===== src/rtl/ikhm_pkg.sv =====
// ----------------------------------------------------------------------------
// ikhm_pkg
// Shared types, constants and the key mix for the integer-key hash map.
// ----------------------------------------------------------------------------
package ikhm_pkg;

	localparam int KEY_W  = 32;
	localparam int VAL_W  = 32;
	localparam int LEN_W  = 11;
	localparam int FUNC_W = 2;
	localparam int STAT_W = 2;

	localparam int CAPACITY_DEF    = 1024;
	localparam int PROBE_LIMIT_DEF = 8;

	localparam logic [LEN_W-1:0] LEN_RESET = LEN_W'(1024);
	localparam logic [KEY_W-1:0] GOLDEN    = 32'd2654435761;

	// mix is done as add-shift / xor-shift pairs, one pair a cycle
	localparam int MIX_ROUNDS = 4;
	// remainder bits retired per cycle
	localparam int MOD_BITS   = 4;

	typedef enum logic [FUNC_W-1:0] {
		FUNC_PUT    = 2'd0,
		FUNC_GET    = 2'd1,
		FUNC_REMOVE = 2'd2
	} func_t;

	typedef enum logic [STAT_W-1:0] {
		STAT_OK      = 2'd0,
		STAT_MISSING = 2'd1,
		STAT_FULL    = 2'd2
	} status_t;

	typedef struct packed {
		logic             valid;
		logic [KEY_W-1:0] key;
		logic [VAL_W-1:0] value;
	} entry_t;

	function automatic logic [KEY_W-1:0] mix_pair(input logic [KEY_W-1:0] k,
		input logic [1:0] round);
		logic [KEY_W-1:0] t;
		t = k;
		case (round)
			2'd0: begin
				t = t + (t << 12);
				t = t ^ (t >> 22);
			end
			2'd1: begin
				t = t + (t << 4);
				t = t ^ (t >> 9);
			end
			2'd2: begin
				t = t + (t << 10);
				t = t ^ (t >> 2);
			end
			default: begin
				t = t + (t << 7);
				t = t ^ (t >> 12);
			end
		endcase
		return t;
	endfunction

endpackage


===== src/rtl/ikhm_mod.sv =====
// ----------------------------------------------------------------------------
// ikhm_mod
// Iterative remainder of a 32-bit hash by the table length, MOD_BITS bits a cycle.
// ----------------------------------------------------------------------------
module ikhm_mod (
	input  logic                       clk,
	input  logic                       arst_n,
	input  logic                       start,
	input  logic [ikhm_pkg::KEY_W-1:0] dividend,
	input  logic [ikhm_pkg::LEN_W-1:0] divisor,
	output logic                       done,
	output logic [ikhm_pkg::LEN_W-1:0] remainder
);

	localparam int ITERS = ikhm_pkg::KEY_W / ikhm_pkg::MOD_BITS;
	localparam int CW    = $clog2(ITERS);
	localparam int RW    = ikhm_pkg::LEN_W + 1;

	logic                       busy_q;
	logic                       done_q;
	logic [CW-1:0]              cnt_q;
	logic [ikhm_pkg::KEY_W-1:0] d_q;
	logic [RW-1:0]              r_q;
	logic [ikhm_pkg::LEN_W-1:0] div_q;
	logic [ikhm_pkg::KEY_W-1:0] d_nxt;
	logic [RW-1:0]              r_nxt;

	always_comb begin
		r_nxt = r_q;
		d_nxt = d_q;
		for (int i = 0; i < ikhm_pkg::MOD_BITS; i++) begin
			r_nxt = {r_nxt[RW-2:0], d_nxt[ikhm_pkg::KEY_W-1]};
			d_nxt = d_nxt << 1;
			if (r_nxt >= {1'b0, div_q})
				r_nxt = r_nxt - {1'b0, div_q};
		end
	end

	always_ff @(posedge clk or negedge arst_n) begin
		if (!arst_n) begin
			busy_q <= 1'b0;
			done_q <= 1'b0;
			cnt_q  <= '0;
		end else begin
			done_q <= 1'b0;
			if (start) begin
				busy_q <= 1'b1;
				cnt_q  <= '0;
			end else if (busy_q) begin
				cnt_q <= cnt_q + CW'(1);
				if (cnt_q == CW'(ITERS - 1)) begin
					busy_q <= 1'b0;
					done_q <= 1'b1;
				end
			end
		end
	end

	always_ff @(posedge clk) begin
		if (start) begin
			d_q   <= dividend;
			r_q   <= '0;
			div_q <= divisor;
		end else if (busy_q) begin
			d_q <= d_nxt;
			r_q <= r_nxt;
		end
	end

	assign done      = done_q;
	assign remainder = r_q[ikhm_pkg::LEN_W-1:0];

endmodule


===== config.mk =====
export PLATFORM = sky130hd
export DESIGN_NAME = ikhm_mod
export DESIGN_NICKNAME = d
export VERILOG_FILES = /design/src/rtl/ikhm_pkg.sv /design/src/rtl/ikhm_mod.sv
export SDC_FILE = /design/constraint.sdc
export NUM_CORES = 1
export LEC_CHECK = 0
export BUFFER_PORTS_ARGS = -buffer_cell sky130_fd_sc_hd__buf_2
export CAP_MARGIN = 0
export CORE_MARGIN = 2
export CORE_UTILIZATION = 60
export CTS_BUF_LIST = sky130_fd_sc_hd__clkbuf_4 sky130_fd_sc_hd__clkbuf_8
export CTS_CLUSTER_SIZE = 28
export DETAILED_ROUTE_END_ITERATION = 16
export GPL_ROUTABILITY_DRIVEN = 0
export PLACE_DENSITY = 0.81
export SETUP_SLACK_MARGIN = 0.4
export SLEW_MARGIN = 20
export SYNTH_ARGS = -nofsm -noshare
export SYNTH_HDL_FRONTEND = slang
export SYNTH_SLANG_ARGS = --single-unit

===== constraint.sdc =====
create_clock -name clk -period 10.6 [get_ports clk]
set_clock_uncertainty 0.15 [all_clocks]
set_input_delay 1.06 -clock clk [delete_from_list [all_inputs] [get_ports clk]]
set_output_delay 1.06 -clock clk [all_outputs]
set_load 0.02 [all_outputs]

==> Flow_metrics.wiki <==
{| class="wikitable"
! Metric !! Value
|-
| Layout cell share with drive strength beyond 1 || 24.5%
|-
| Initial Utilization || 61.7%
|-
| Clock-pin slew on the worst setup and hold paths || 0.08 ns
|-
| CTS root buffer || sky130_fd_sc_hd__clkbuf_8
|-
| Buffer depth of the longest clock path || 2
|-
| Antenna violations before repair || 0
|-
| Number of placed I/O pins || 58
|-
| Post-route design area || 5310 um2
|-
| Critical path endpoint category || register
|-
| Remaining global-route overflow || 0
|-
| Placed Instance Area || 5090 um2
|-
| Number of global-route vias before repair || 3843
|-
| Setup Buffers After CTS || 0
|-
| Post-Place Worst Slack || 1.45 ns
|-
| Area share of the leading cell type in the synthesized netlist || 27.2%
|-
| Wire length of the first global-routing pass || 18500 um
|-
| Top cell by count, worst path || sky130_fd_sc_hd__a21oi_1
|-
| Path depth of the worst reg2reg path || 32
|-
| Most area-consuming cells after synthesis || sky130_fd_sc_hd__edfxtp_1, sky130_fd_sc_hd__ha_1, sky130_fd_sc_hd__mux2_2
|-
| Most common cell after layout, fill and taps aside || sky130_fd_sc_hd__buf_2
|-
| Cell with the biggest individual delay on the critical path || sky130_fd_sc_hd__a22oi_2
|-
| Clock latency at the later pin of the worst-skew pair || 0.35 ns
|-
| Classification of the worst setup path || register to register
|-
| Detailed-route DRC error count || 0
|-
| Reg-to-Reg End || r_q[0]$_SDFFE_PP0P_
|-
| H-tree depth reported by CTS || 3
|-
| Reg2Reg Launch Point || div_q[0]$_DFFE_PP_
|-
| Count of buffers inserted at the top-level ports || 57
|-
| Kind of start point of the critical path || register
|-
| Post-synthesis cell count || 470
|-
| Top flip-flop cell by instance count after synthesis || sky130_fd_sc_hd__edfxtp_1
|-
| Largest net degree at the start of global routing || 41
|-
| Post-synthesis net count || 566
|-
| Core Region || 7690 um2
|-
| Total routing resource utilization after global routing || 27.8%
|-
| Mean instance size in the synthesized netlist || 10.1 um2
|-
| Number of DRC markers after the initial detailed-route iteration || 296
|-
| DP Wirelength || 8830 um
|-
| Number of warning messages in the yosys log || 0
|-
| Number of nets still failing antenna checks after routing || 0
|-
| Maximum fanout encountered on the critical timing path || 17
|-
| Avg WL per Cell || 18.5 um
|-
| Number of violations of the max-capacitance limit || 0
|-
| Highest attainable clock frequency || 0.105 GHz
|-
| Per-cell via count in the routed design || 6.30
|-
| Setup repair after global routing missed its margin || no
|-
| Number of rows created at floorplan || 32
|-
| Dominant delay contributor by cell family on the critical path || compound AO/OA/AOI/OAI gates
|-
| Critical path buffers and inverters || 0
|-
| Vias post-DR || 3981
|-
| Synthesis-to-layout area growth || 12.0%
|-
| Normalized max-slew margin || 40.0%
|-
| Flop-to-flop setup slack || 1.12 ns
|-
| Synth unique cells || 62
|-
| Die H || 92.9 um
|-
| #FFs+latches synth || 59
|-
| Type of the most critical hold path || input pin to async pin
|-
| Final worst-path setup slack || 1.12 ns
|-
| Max-slew violation total from the final report || 0
|-
| Final Hold Vio Count || 0
|-
| Die Span X || 92.9 um
|-
| Share of the clock period used by the worst path after layout || 89.5%
|-
| Post-synthesis async set-or-reset flop share || 8.47%
|-
| Final TNS setup || 0 ns
|-
| Arrival time of data at the critical path endpoint || 9.58 ns
|-
| Total clock sinks || 59
|-
| Hold buffer count at CTS || 0
|-
| Actual transition at the worst max-transition pin || 0.900 ns
|-
| Router iterations before antenna repair || 5
|-
| Number of nets at the end of the flow || 621
|-
| Min Tclk post-route || 9.48 ns
|-
| Clock tree from TritonCTS || done
|-
| Cell taking the most area after synthesis || sky130_fd_sc_hd__edfxtp_1
|-
| Netlist Area Pre-Place || 4740 um2
|-
| Filler Cell Count || 606
|-
| Diode insertion count for antenna repair || 0
|-
| Multi-input gate area in the final layout || 2930 um2
|-
| CP Data Required Time || 10.70 ns
|-
| Count of flip-flops with a built-in enable after synthesis || 43
|-
| Sequential-to-total area share from yosys stat || 34.5%
|-
| Clock buffer count from CTS || 9
|-
| Commonest non-fill, non-tap cells in the layout || sky130_fd_sc_hd__buf_2, sky130_fd_sc_hd__ha_1, sky130_fd_sc_hd__edfxtp_1, sky130_fd_sc_hd__mux2_2, sky130_fd_sc_hd__nor2_1
|-
| Sequential cell area || 1640 um2
|-
| Total wirelength of the detailed-routed design || 11700 um
|-
| Area enclosed by the die boundary || 8630 um2
|-
| Final setup violation count || 0
|-
| Delay of the slowest cell on the worst path || 0.62 ns
|-
| Status || finished clean
|-
| Number of gates given a new drive strength after cts || 0
|}
-- stage by stage --
step / hold WS, ns / cells / util [%]
2_1_floorplan: 0.340 / 470 / -
3_3_place_gp: 0.356 / 616 / 66.2
3_5_place_dp: 0.371 / 616 / 66.2
4_1_cts: 0.343 / 632 / 69.1
5_1_grt: 0.354 / 632 / 69.1
6_report: 0.357 / 632 / 69.1
-- metal layers --
metal / routed length (um) / track usage [%] / up-vias
met4: 411 / 11.4 / 0
li1: - / - / 1864
met1: 4960 / 37.6 / 1878
met3: 977 / 4.72 / 36
met2: 5320 / 44.3 / 203
met5: 0 / 0 / -
-- area by class of cell --
cell class | instances | area share, %
inverter | 27 | 1.91
timing repair buffer | 58 | 5.51
sequential | 59 | 30.8
clock inverter | 7 | 1.86
multi-input combinational | 370 | 55.2
tap | 102 | 2.40
clock buffer | 9 | 2.33
-- registers in the layout (all words and copies together) (netlist names) --
| signal | count |
|---|---|
| busy_q | 1 |
| d_q | 32 |
| done | 1 |
| r_q | 11 |
| cnt_q | 3 |
| div_q | 11 |
-- how the worst max path moves through the flow --
stage	startpoint	end	slack [ns]	cells after the start
floorplan	div_q[0]$_DFFE_PP_	r_q[1]$_SDFFE_PP0P_	2.35	37
finish	div_q[0]$_DFFE_PP_	r_q[0]$_SDFFE_PP0P_	1.12	32
detailed placement	div_q[0]$_DFFE_PP_	r_q[0]$_SDFFE_PP0P_	1.45	32
global placement	div_q[0]$_DFFE_PP_	r_q[0]$_SDFFE_PP0P_	1.68	32
global route	div_q[0]$_DFFE_PP_	r_q[0]$_SDFFE_PP0P_	0.56	33
CTS	div_q[0]$_DFFE_PP_	r_q[0]$_SDFFE_PP0P_	1.36	32
-- cell usage after synthesis (9+ instances only) --
cell / number
sky130_fd_sc_hd__xnor2_1: 15
sky130_fd_sc_hd__xor2_1: 13
sky130_fd_sc_hd__edfxtp_1: 43
sky130_fd_sc_hd__mux2i_1: 14
sky130_fd_sc_hd__dfxtp_1: 11
sky130_fd_sc_hd__nor2_1: 40
sky130_fd_sc_hd__nand2_1: 21
sky130_fd_sc_hd__inv_1: 27
sky130_fd_sc_hd__ha_1: 46
sky130_fd_sc_hd__a211oi_1: 10
sky130_fd_sc_hd__a21o_1: 9
sky130_fd_sc_hd__o21ai_0: 23
sky130_fd_sc_hd__o21a_1: 10
sky130_fd_sc_hd__a21oi_1: 22
sky130_fd_sc_hd__mux2_2: 42
-- kinds of logic (layout without fill, tap and decap cells) --
group	Yosys count	in the layout	synth area share (%)
AND/OR/NAND/NOR	130	130	14.3
AO/OA/AOI/OAI	106	106	15.5
adder cells (fa/ha/maj)	50	50	13.8
flip-flops	59	59	34.5
XOR/XNOR	28	28	5.17
multiplexers	56	56	12.9
buffers and inverters	41	101	3.67
Power is left out: the tool's default activity adds up to more than one toggle a clock period on the data nets, which glitch-free logic cannot reach.
