===== src/rtl/ikhm_pkg.sv =====
// ----------------------------------------------------------------------------
// ikhm_pkg
// Shared types, constants and the key mix for the integer-key hash map.
// ----------------------------------------------------------------------------
package ikhm_pkg;

	localparam int KEY_W  = 32;
	localparam int VAL_W  = 32;
	localparam int LEN_W  = 11;
	localparam int FUNC_W = 2;
	localparam int STAT_W = 2;

	localparam int CAPACITY_DEF    = 1024;
	localparam int PROBE_LIMIT_DEF = 8;

	localparam logic [LEN_W-1:0] LEN_RESET = LEN_W'(1024);
	localparam logic [KEY_W-1:0] GOLDEN    = 32'd2654435761;

	// mix is done as add-shift / xor-shift pairs, one pair a cycle
	localparam int MIX_ROUNDS = 4;
	// remainder bits retired per cycle
	localparam int MOD_BITS   = 4;

	typedef enum logic [FUNC_W-1:0] {
		FUNC_PUT    = 2'd0,
		FUNC_GET    = 2'd1,
		FUNC_REMOVE = 2'd2
	} func_t;

	typedef enum logic [STAT_W-1:0] {
		STAT_OK      = 2'd0,
		STAT_MISSING = 2'd1,
		STAT_FULL    = 2'd2
	} status_t;

	typedef struct packed {
		logic             valid;
		logic [KEY_W-1:0] key;
		logic [VAL_W-1:0] value;
	} entry_t;

	function automatic logic [KEY_W-1:0] mix_pair(input logic [KEY_W-1:0] k,
		input logic [1:0] round);
		logic [KEY_W-1:0] t;
		t = k;
		case (round)
			2'd0: begin
				t = t + (t << 12);
				t = t ^ (t >> 22);
			end
			2'd1: begin
				t = t + (t << 4);
				t = t ^ (t >> 9);
			end
			2'd2: begin
				t = t + (t << 10);
				t = t ^ (t >> 2);
			end
			default: begin
				t = t + (t << 7);
				t = t ^ (t >> 12);
			end
		endcase
		return t;
	endfunction

endpackage


===== src/rtl/ikhm_hash.sv =====
// ----------------------------------------------------------------------------
// ikhm_hash
// Multi-cycle key mix followed by the golden-ratio multiply (mod 2^32).
// ----------------------------------------------------------------------------
module ikhm_hash (
	input  logic                      clk,
	input  logic                      arst_n,
	input  logic                      start,
	input  logic [ikhm_pkg::KEY_W-1:0] key,
	output logic                      done,
	output logic [ikhm_pkg::KEY_W-1:0] hash
);

	localparam int SW = $clog2(ikhm_pkg::MIX_ROUNDS + 1);

	logic                       busy_q;
	logic                       done_q;
	logic [SW-1:0]              step_q;
	logic [ikhm_pkg::KEY_W-1:0] h_q;

	always_ff @(posedge clk or negedge arst_n) begin
		if (!arst_n) begin
			busy_q <= 1'b0;
			done_q <= 1'b0;
			step_q <= '0;
		end else begin
			done_q <= 1'b0;
			if (start) begin
				busy_q <= 1'b1;
				step_q <= '0;
			end else if (busy_q) begin
				if (step_q == SW'(ikhm_pkg::MIX_ROUNDS)) begin
					busy_q <= 1'b0;
					done_q <= 1'b1;
				end else begin
					step_q <= step_q + SW'(1);
				end
			end
		end
	end

	always_ff @(posedge clk) begin
		if (start) begin
			h_q <= key;
		end else if (busy_q) begin
			if (step_q == SW'(ikhm_pkg::MIX_ROUNDS)) begin
				h_q <= ikhm_pkg::KEY_W'((h_q >> 3) * ikhm_pkg::GOLDEN);
			end else begin
				h_q <= ikhm_pkg::mix_pair(h_q, step_q[1:0]);
			end
		end
	end

	assign done = done_q;
	assign hash = h_q;

endmodule


===== config.mk =====
export PLATFORM = sky130hd
export DESIGN_NAME = ikhm_hash
export DESIGN_NICKNAME = d
export VERILOG_FILES = /design/src/rtl/ikhm_pkg.sv /design/src/rtl/ikhm_hash.sv
export SDC_FILE = /design/constraint.sdc
export NUM_CORES = 1
export LEC_CHECK = 0
export BUFFER_PORTS_ARGS = -buffer_cell sky130_fd_sc_hd__buf_2
export CAP_MARGIN = 20
export CELL_PAD_IN_SITES_DETAIL_PLACEMENT = 1
export CELL_PAD_IN_SITES_GLOBAL_PLACEMENT = 1
export CORE_ASPECT_RATIO = 1.75
export CORE_MARGIN = 2
export CORE_UTILIZATION = 55
export DETAILED_ROUTE_END_ITERATION = 8
export GPL_ROUTABILITY_DRIVEN = 0
export PLACE_DENSITY_LB_ADDON = 0.1
export SLEW_MARGIN = 25
export SYNTH_ARGS = -nofsm -noshare
export SYNTH_HDL_FRONTEND = slang
export SYNTH_SLANG_ARGS = --single-unit

===== constraint.sdc =====
create_clock -name clk -period 17.95 [get_ports clk]
set_clock_uncertainty 0.1 [all_clocks]
set_input_delay 2.6925 -clock clk [delete_from_list [all_inputs] [get_ports clk]]
set_output_delay 2.6925 -clock clk [all_outputs]
set_load 0.005 [all_outputs]

==> metrics.txt, run 1 <==
outcome finished, final reports clean; share of cells above drive strength 1 7.38%; final core utilization 59.3%; Cell Area, Synth 0.0159 mm^2; first drt pass iteration count 6; Num CTS Buffers 5; Vias/cell 6.59; mean post-synth cell area 8.88 um^2; num ports 68; CP dominant cell by count fa_1; detailed placer's ending HPWL 54.5 mm; H-tree lvl count 2; CTS resizes 0; ANT nets after route 0; Chip Height 229 um; Max-Cap Viols 0; starting density of the core 55.7%; fin crit period 8.28 ns; achievable frequency 121 MHz; Ys Warns 0; crit path cell chain inv_1 -> fa_1 -> inv_1 -> ha_1 -> or2_2 -> fa_1 -> inv_1 -> fa_1 -> inv_1 -> fa_1 -> fa_1 -> fa_1 -> ha_1 -> ha_1 -> a21oi_1 -> o211ai_1 -> a31oi_1 -> o31ai_2 -> o31ai_2 -> nor3_1 -> nor4_1 -> o21bai_1 -> xnor2_1 -> a221o_1; Total Routed Length 66.5 mm; first-iteration detailed-routing DRC count 1155; count of final hold-check violations 0; All-Layer GR Usage 44.5%; clk sink count 37; Worst setup SP type register; FF+latch count, synth 37; via count 14700; worst rel slew slack 20.8%; crit path max-delay cell type edfxtp_1; Least-Margin Pin Slew 1.18 ns; Die ar. 0.0304 mm^2; hold_buf cts 0; first-pass GRT wire length 99.4 mm; GRT Residual Overflow 0; largest net degree at the start of global routing 50; Fin Setup TNS 0 ns; Slew Viols, Final 0; Area growth syn-to-layout 6.46%; core area 0.0286 mm^2; Tcrit/Tclk final 46.1%; CTS clk-pin slew, worst paths 0.07 ns; nets 2347; Fillers 3442; Syn Inst Count 1796; num rows 82; Worst EP arrival 8.24 ns; hold_ws 0.503 ns; vias in the first global route 16800; initial antenna violation count 0; clk_lat worst skew 0.30 ns; clock buffer depth 2; Final WS setup 9.67 ns; post-synth net total 2287; crit path capture type register; Largest delay share family, worst path adder cells; # DRC 0; die width 133 um; ys async rst share 13.5%; slowest stage delay, CP 0.87 ns; CP required 17.90 ns; Synth cell types 83; worst path bufs/invs 4; Main synth FF type edfxtp_1; pre-CTS setup slack 9.73 ns; crit-path max FO 14; critical path type register to register; final setup fails 0; min-delay worst type register to register; Port Buffers 67; Post CTS Setup Buffer Count 0; Seq/Total Area, Yosys 6.81%; clk root buf clkbuf_16; EDFF count, synth 32; mean routed wirelength per cell 29.7 um; RSZ-0062 raised after global routing no; CTS tree built
==> logic make-up after synthesis <==
group / share of synthesized area (%)
buffers and inverters: 8.66
muxes: 0.377
AOI/OAI and AO/OA: 19.1
adders and majority gates: 44.8
xor gates and xnor gates: 11.9
DFF: 6.81
and+or+nand+nor: 8.22
==> worst reg2reg max path, delay by kind of cell, from the launching register on <==
family / cells / cell delay [ns]
AOI/OAI and AO/OA: 7 / 1.78
DFF: 1 / 0.87
adders and majority gates: 9 / 3.98
buffers and inverters: 4 / 0.42
and+or+nand+nor: 3 / 0.74
xor gates and xnor gates: 1 / 0.14
==> per-layer routing <==
metal	global-route usage [%]	vias to the layer above	wire [um]
met1	41.0	7247	20400
met5	0	-	0
met4	48.4	0	9230
met3	9.83	440	4500
li1	-	6279	-
met2	76.3	759	32400
==> flip-flops by register name, summed over array words and instances (netlist names) <==
signal and count:
hash 32, done 1, busy_q 1, step_q 3
==> Yosys cell counts (7+ instances only) <==
| master | number | area [um^2] |
|---|---|---|
| o31ai_1 | 8 | 60.1 |
| o21a_1 | 19 | 143 |
| a21oi_1 | 115 | 576 |
| a211o_1 | 8 | 70.1 |
| nor2_1 | 69 | 259 |
| nand3_1 | 28 | 140 |
| and2_1 | 9 | 56.3 |
| o211ai_1 | 11 | 82.6 |
| o22ai_1 | 8 | 50.1 |
| nand2b_1 | 13 | 81.3 |
| ha_1 | 264 | 3300 |
| o21ai_0 | 76 | 380 |
| nand2_1 | 89 | 334 |
| xnor2_1 | 127 | 1110 |
| a21o_1 | 29 | 218 |
| a211oi_1 | 17 | 128 |
| a221oi_1 | 31 | 272 |
| nand4_1 | 10 | 62.6 |
| inv_1 | 324 | 1220 |
| and3_1 | 7 | 43.8 |
| xor2_1 | 78 | 683 |
| or2_2 | 7 | 43.8 |
| fa_1 | 192 | 3840 |
| o21bai_1 | 13 | 97.6 |
| a221o_1 | 15 | 150 |
| a31oi_1 | 15 | 93.8 |
| edfxtp_1 | 32 | 961 |
| clkbuf_1 | 35 | 131 |
| o21ai_1 | 8 | 40.0 |
| nor3_1 | 28 | 140 |
| o221ai_1 | 8 | 70.1 |
==> through the flow <==
step,cell area (um^2),std cells
final,17000,2236
after CTS,17000,2235
after detailed placement,16800,2227
after global placement,16800,2227
after global routing,17000,2235
after floorplan,15900,1796
==> cells in the final DEF (no fill, tap or decap), types with 15 or more instances in the layout <==
cell type / count
fa_1: 192
a221oi_1: 31
a21o_1: 29
nor2_1: 68
buf_4: 26
a221o_1: 15
o21ai_0: 76
inv_1: 324
xnor2_1: 127
xor2_1: 78
a21oi_1: 115
a31oi_1: 15
a211oi_1: 17
ha_1: 263
o21a_1: 19
nand2_1: 89
buf_2: 67
edfxtp_1: 32
nor3_1: 28
nand3_1: 28
==> area by class of cell <==
cell class	count	area, um^2	area share [%]
timing repair buffer	93	531	3.13
clock buffer	6	139	0.818
antenna	1	2.50	0.0147
clock inverter	2	37.5	0.221
tap	378	473	2.79
multi-input combinational	1393	13500	79.4
inverter	326	1220	7.21
sequential	37	1090	6.40
==> final timing paths <==
check	from	end	slack [ns]	cells past startpoint
worst min-delay path	step_q[1]$_DFFE_PN0P_	step_q[1]$_DFFE_PN0P_	0.50	2
worst max register to register	hash[9]$_DFFE_PP_	hash[31]$_DFFE_PP_	9.67	24
worst min register to register	step_q[1]$_DFFE_PN0P_	step_q[1]$_DFFE_PN0P_	0.50	2
min in group asynchronous	arst_n	step_q[1]$_DFFE_PN0P_	2.09	1
worst max-delay path	hash[9]$_DFFE_PP_	hash[31]$_DFFE_PP_	9.67	24
max in group asynchronous	arst_n	busy_q$_DFF_PN0_	15.54	1
Power of run 1 is left out: the tool's default activity adds up to more than one toggle a clock period on the data nets, which glitch-free logic cannot reach.
==> run 2, diff against run 1 <==
CORE_UTILIZATION = 46   (was 55)
clock period = 6.94 ns   (was 17.95 ns; I/O delays follow)
==> metrics.txt, run 2 (synthesis results as in run 1) <==
initial antenna violation count 1 (+1); Least-Margin Pin Slew 1.09 ns (-0.0915 ns); flop2flop setup slack -0.05 ns (-9.72 ns); largest net degree at the start of global routing 51 (+2.0%); most frequent cells in the layout inv_1 (313), ha_1 (246), fa_1 (180); min-delay worst type primary input to asynchronous set/reset pin; CTS tree built; clk_lat worst skew 0.31 ns (about the same); H-tree lvl count 2 (unchanged); worst path bufs/invs 7 (+3); die width 145 um (+9.1%); fin crit period 6.99 ns (-1.29 ns); M2 GR Usage 68.3% (-8.1 points); CTS clk-pin slew, worst paths 0.07 ns (about the same); count of final hold-check violations 0 (unchanged); starting density of the core 46.4% (-9.3 points); vias in the first global route 16500 (-1.8%); Largest register FFs 32 (unchanged); Die ar. 0.0362 mm^2 (+19%); first drt pass iteration count 5 (-1); met1 usage 36.7% (-4.2 points); Area growth syn-to-layout 15.1%; Total Routed Length 67.8 mm (+2.0%); commonest non-fill, non-tap cell in the layout inv_1; via count 14600 (-0.68%); Tcrit/Tclk final 101% (+55 points); Final WS setup -0.0534 ns (-9.72 ns); Worst setup SP type register; Fillers 4077 (+18%); crit-path max FO 3 (-11); crit path max-delay cell type fa_1; Slew Viols, Final 0 (unchanged); slowest stage delay, CP 0.59 ns (-0.28 ns); Worst EP arrival 6.94 ns (-1.30 ns); All-Layer GR Usage 38.1% (-6.4 points); RSZ-0062 raised after global routing yes; grt peak-use layer met2; num rows 90 (+9.8%); ANT nets after route 0 (unchanged); share of cells above drive strength 1 16.3% (+9.0 points); outcome complete, but fails checks; CP required 6.89 ns (-11.01 ns); GRT Residual Overflow 0 (unchanged); Chip Height 250 um (+9.2%); Max-Cap Viols 0 (unchanged); Num CTS Buffers 5 (unchanged); final setup fails 1 (+1); register area 0.00109 mm^2 (unchanged); # DRC 0 (unchanged); pre-CTS setup slack -0.269 ns (-9.99 ns); core area 0.0343 mm^2 (+20%); critical path type register to register; Port Buffers 67 (unchanged); first-iteration detailed-routing DRC count 732 (-37%); CP dominant cell by count fa_1; detailed placer's ending HPWL 55.8 mm (+2.4%); worst rel slew slack 26.5% (+5.7 points); mean routed wirelength per cell 27.9 um (-6.2%); achievable frequency 143 MHz (+18%); crit path capture type register; first-pass GRT wire length 99.7 mm (+0.25%); Largest delay share family, worst path adder cells; clk root buf clkbuf_16; clock buffer depth 2 (unchanged); Vias/cell 6.02 (-8.6%); crit path cell chain buf_6 -> fa_1 -> inv_2 -> fa_1 -> fa_1 -> inv_2 -> fa_1 -> inv_1 -> fa_1 -> inv_1 -> fa_1 -> fa_1 -> inv_1 -> fa_1 -> inv_1 -> ha_2 -> or3_4 -> o31ai_4 -> nor3_2 -> nor4_2 -> o21bai_1 -> xnor2_1 -> a221o_1; violated checks setup timing; num ports 68 (unchanged); nets 2460 (+4.8%); hold_buf cts 0 (unchanged); clk sink count 37 (unchanged); met3 Track Usage GR 5.24% (-4.6 points); multi-input combinational cell area 0.0139 mm^2 (+3.2%)
run 2: cell count changes in the layout (fill, tap and decap cells not counted), moves of 7 or more:
cell | previous run | this run
a21oi_1 | 115 | 105
buf_4 | 26 | 132
buf_6 | 0 | 7
fa_1 | 192 | 180
fa_2 | 0 | 12
ha_1 | 263 | 246
ha_4 | 0 | 13
inv_1 | 324 | 313
inv_2 | 0 | 9
o21ai_0 | 76 | 66
run 2: final timing paths:
| check | to | from | cells past startpoint |
|---|---|---|---|
| min reg2reg | step_q[1]$_DFFE_PN0P_ | step_q[1]$_DFFE_PN0P_ | 2 |
| max reg2reg | hash[31]$_DFFE_PP_ | hash[12]$_DFFE_PP_ | 23 |
| max in group asynchronous | busy_q$_DFF_PN0_ | arst_n | 1 |
| min | step_q[2]$_DFFE_PN0P_ | arst_n | 1 |
| max | hash[31]$_DFFE_PP_ | hash[12]$_DFFE_PP_ | 23 |
| min in group clk | step_q[1]$_DFFE_PN0P_ | step_q[1]$_DFFE_PN0P_ | 2 |
run 2: metal layers:
metal / part of all wire [%] / wire length, um
met1: 32 / 21800
met2: 51 / 34800
met3: 4.6 / 3140
met4: 12 / 8060
met5: 0 / 0
run 2: cell type report:
| class | instances | share of cell area (%) |
|---|---|---|
| Multi-Input combinational cell | 1393 | 75.8 |
| Timing Repair Buffer | 206 | 7.66 |
| Inverter | 326 | 6.69 |
| Sequential cell | 37 | 5.92 |
| Tap cell | 460 | 3.14 |
| Clock buffer | 8 | 0.798 |
| Antenna cell | 1 | 0.0136 |
run 2: timing repair:
item	in CTS	in global routing
buffers inserted	6	15
gates resized for setup	27	60
cloned	0	0
pin swaps	28	56
setup endpoints to repair	11	15
run 2: per-stage QoR:
step	std cells	instance area, um^2	setup TNS, ns	util [%]	hold slack (ns)
CTS	2416	18000	-0.327	52.3	0.428
global placement	2402	17700	-0.0979	51.5	0.482
detailed placement	2402	17700	-1.08	51.5	0.505
global route	2430	18400	-1.34	53.4	0.441
floorplan	1796	16000	0	-	0.433
finish	2431	18400	-0.0534	53.4	0.425
Power of run 2 is left out for the same reason.
==> run 3, diff against run 2 <==
CELL_PAD_IN_SITES_GLOBAL_PLACEMENT = 2   (was 1)
CORE_UTILIZATION = 37   (was 46)
==> metrics.txt, run 3 (synthesis results as in run 1) <==
outcome complete, but fails checks; violated checks setup timing; Area growth syn-to-layout 16.0%; Port Buffers 67 (unchanged); starting density of the core 37.5% (-8.9 points); Vias/cell 5.63 (-6.5%); largest net degree at the start of global routing 41 (-20%); slowest stage delay, CP 0.55 ns (-0.04 ns); worst path bufs/invs 5 (-2); detailed placer's ending HPWL 58.9 mm (+5.7%); clock buffer depth 2 (unchanged); core area 0.0425 mm^2 (+24%); nets 2469 (+0.37%); RSZ-0062 raised after global routing yes; clk_lat worst skew 0.30 ns (about the same); commonest non-fill, non-tap cell in the layout inv_1; initial antenna violation count 1 (unchanged); Cell Count, Final, Fillers Out 2541 (+4.5%); achievable frequency 143 MHz (-0.17%); Final WS setup -0.0654 ns (-0.0121 ns); clk root buf clkbuf_16; Max-Cap Viols 0 (unchanged); Tcrit/Tclk final 101% (+0.17 points); most frequent cells in the layout inv_1 (310), ha_1 (247), fa_1 (182); Worst setup SP type register; num rows 100 (+11%); mean routed wirelength per cell 27.3 um (-2.2%); GRT Residual Overflow 0 (unchanged); CTS tree built; first drt pass iteration count 6 (+1); fin crit period 7.01 ns (+0.0121 ns); multi-input combinational cell area 0.0139 mm^2 (-0.26%); All-Layer GR Usage 31.5% (-6.6 points); Die ar. 0.0448 mm^2 (+24%); first-iteration detailed-routing DRC count 685 (-6.4%); CP required 6.89 ns (about the same); first-pass GRT wire length 103 mm (+3.1%); crit-path max FO 4 (+1); Fillers 5067 (+24%); Largest delay share family, worst path adder cells; share of cells above drive strength 1 16.4% (+0.077 points); register area 0.00109 mm^2 (unchanged); clk sink count 37 (unchanged); crit path max-delay cell type fa_1; H-tree lvl count 2 (unchanged); Placed Cells 2512 (+4.6%); Chip Height 279 um (+11%); ANT nets after route 0 (unchanged); Worst EP arrival 6.96 ns (+0.02 ns); via count 14300 (-2.2%); CTS clk-pin slew, worst paths 0.07 ns (about the same); CP dominant cell by count fa_1; crit path capture type register; Largest register FFs 32 (unchanged); critical path type register to register; min-delay worst type primary input to asynchronous set/reset pin; final setup fails 1 (unchanged); vias in the first global route 16200 (-2.1%); Slew Viols, Final 0 (unchanged); Total Routed Length 69.4 mm (+2.2%); # DRC 0 (unchanged); worst rel slew slack 31.7% (+5.2 points); count of final hold-check violations 0 (unchanged); Least-Margin Pin Slew 1.02 ns (-0.0718 ns); Num CTS Buffers 5 (unchanged); num ports 68 (unchanged); die width 161 um (+11%); hold_buf cts 0 (unchanged)
-- run 3: metrics by stage --
step	hold WS, ns	area [um^2]	setup WS [ns]	setup TNS [ns]	utilization (%)
2_1_floorplan	0.433	16000	0.00423	0	-
3_3_place_gp	0.474	17900	-0.177	-0.556	42.0
3_5_place_dp	0.494	17900	-0.294	-1.02	42.0
4_1_cts	0.433	18200	-0.189	-0.189	42.8
5_1_grt	0.437	18500	-0.300	-1.51	43.5
6_report	0.432	18500	-0.0654	-0.0654	43.5
-- run 3: layer usage --
| metal | part of all wire [%] | global-route usage (%) | up-vias |
|---|---|---|---|
| met5 | 0 | 0 | - |
| met4 | 8.6 | 22.0 | 0 |
| met3 | 2.4 | 2.24 | 177 |
| met2 | 55 | 61.5 | 334 |
| met1 | 34 | 30.8 | 7264 |
| li1 | - | - | 6521 |
-- run 3: layout make-up --
cell class	instances	area share [%]
inverters	326	6.61
multi-input cells	1393	75.0
clock buffers	8	0.791
diodes	1	0.0135
well taps	561	3.79
flip-flops and latches	37	5.87
repair buffers	215	7.92
-- run 3: timing repair --
item                                    CTS  global route
endpoints found under the setup margin   11            13
pin swaps                                23            39
buffers inserted                          9            11
resized for setup                        20            60
-- run 3: worst paths after layout --
path | start | to | slack (ns) | cells after the start
max | hash[9]$_DFFE_PP_ | hash[31]$_DFFE_PP_ | -0.07 | 25
min | arst_n | step_q[0]$_DFFE_PN0P_ | 0.43 | 1
max reg2reg | hash[9]$_DFFE_PP_ | hash[31]$_DFFE_PP_ | -0.07 | 25
min reg2reg | step_q[1]$_DFFE_PN0P_ | step_q[1]$_DFFE_PN0P_ | 0.49 | 2
max in group asynchronous | arst_n | busy_q$_DFF_PN0_ | 6.18 | 1
min in group clk | step_q[1]$_DFFE_PN0P_ | step_q[1]$_DFFE_PN0P_ | 0.49 | 2
Power of run 3 is left out for the same reason.
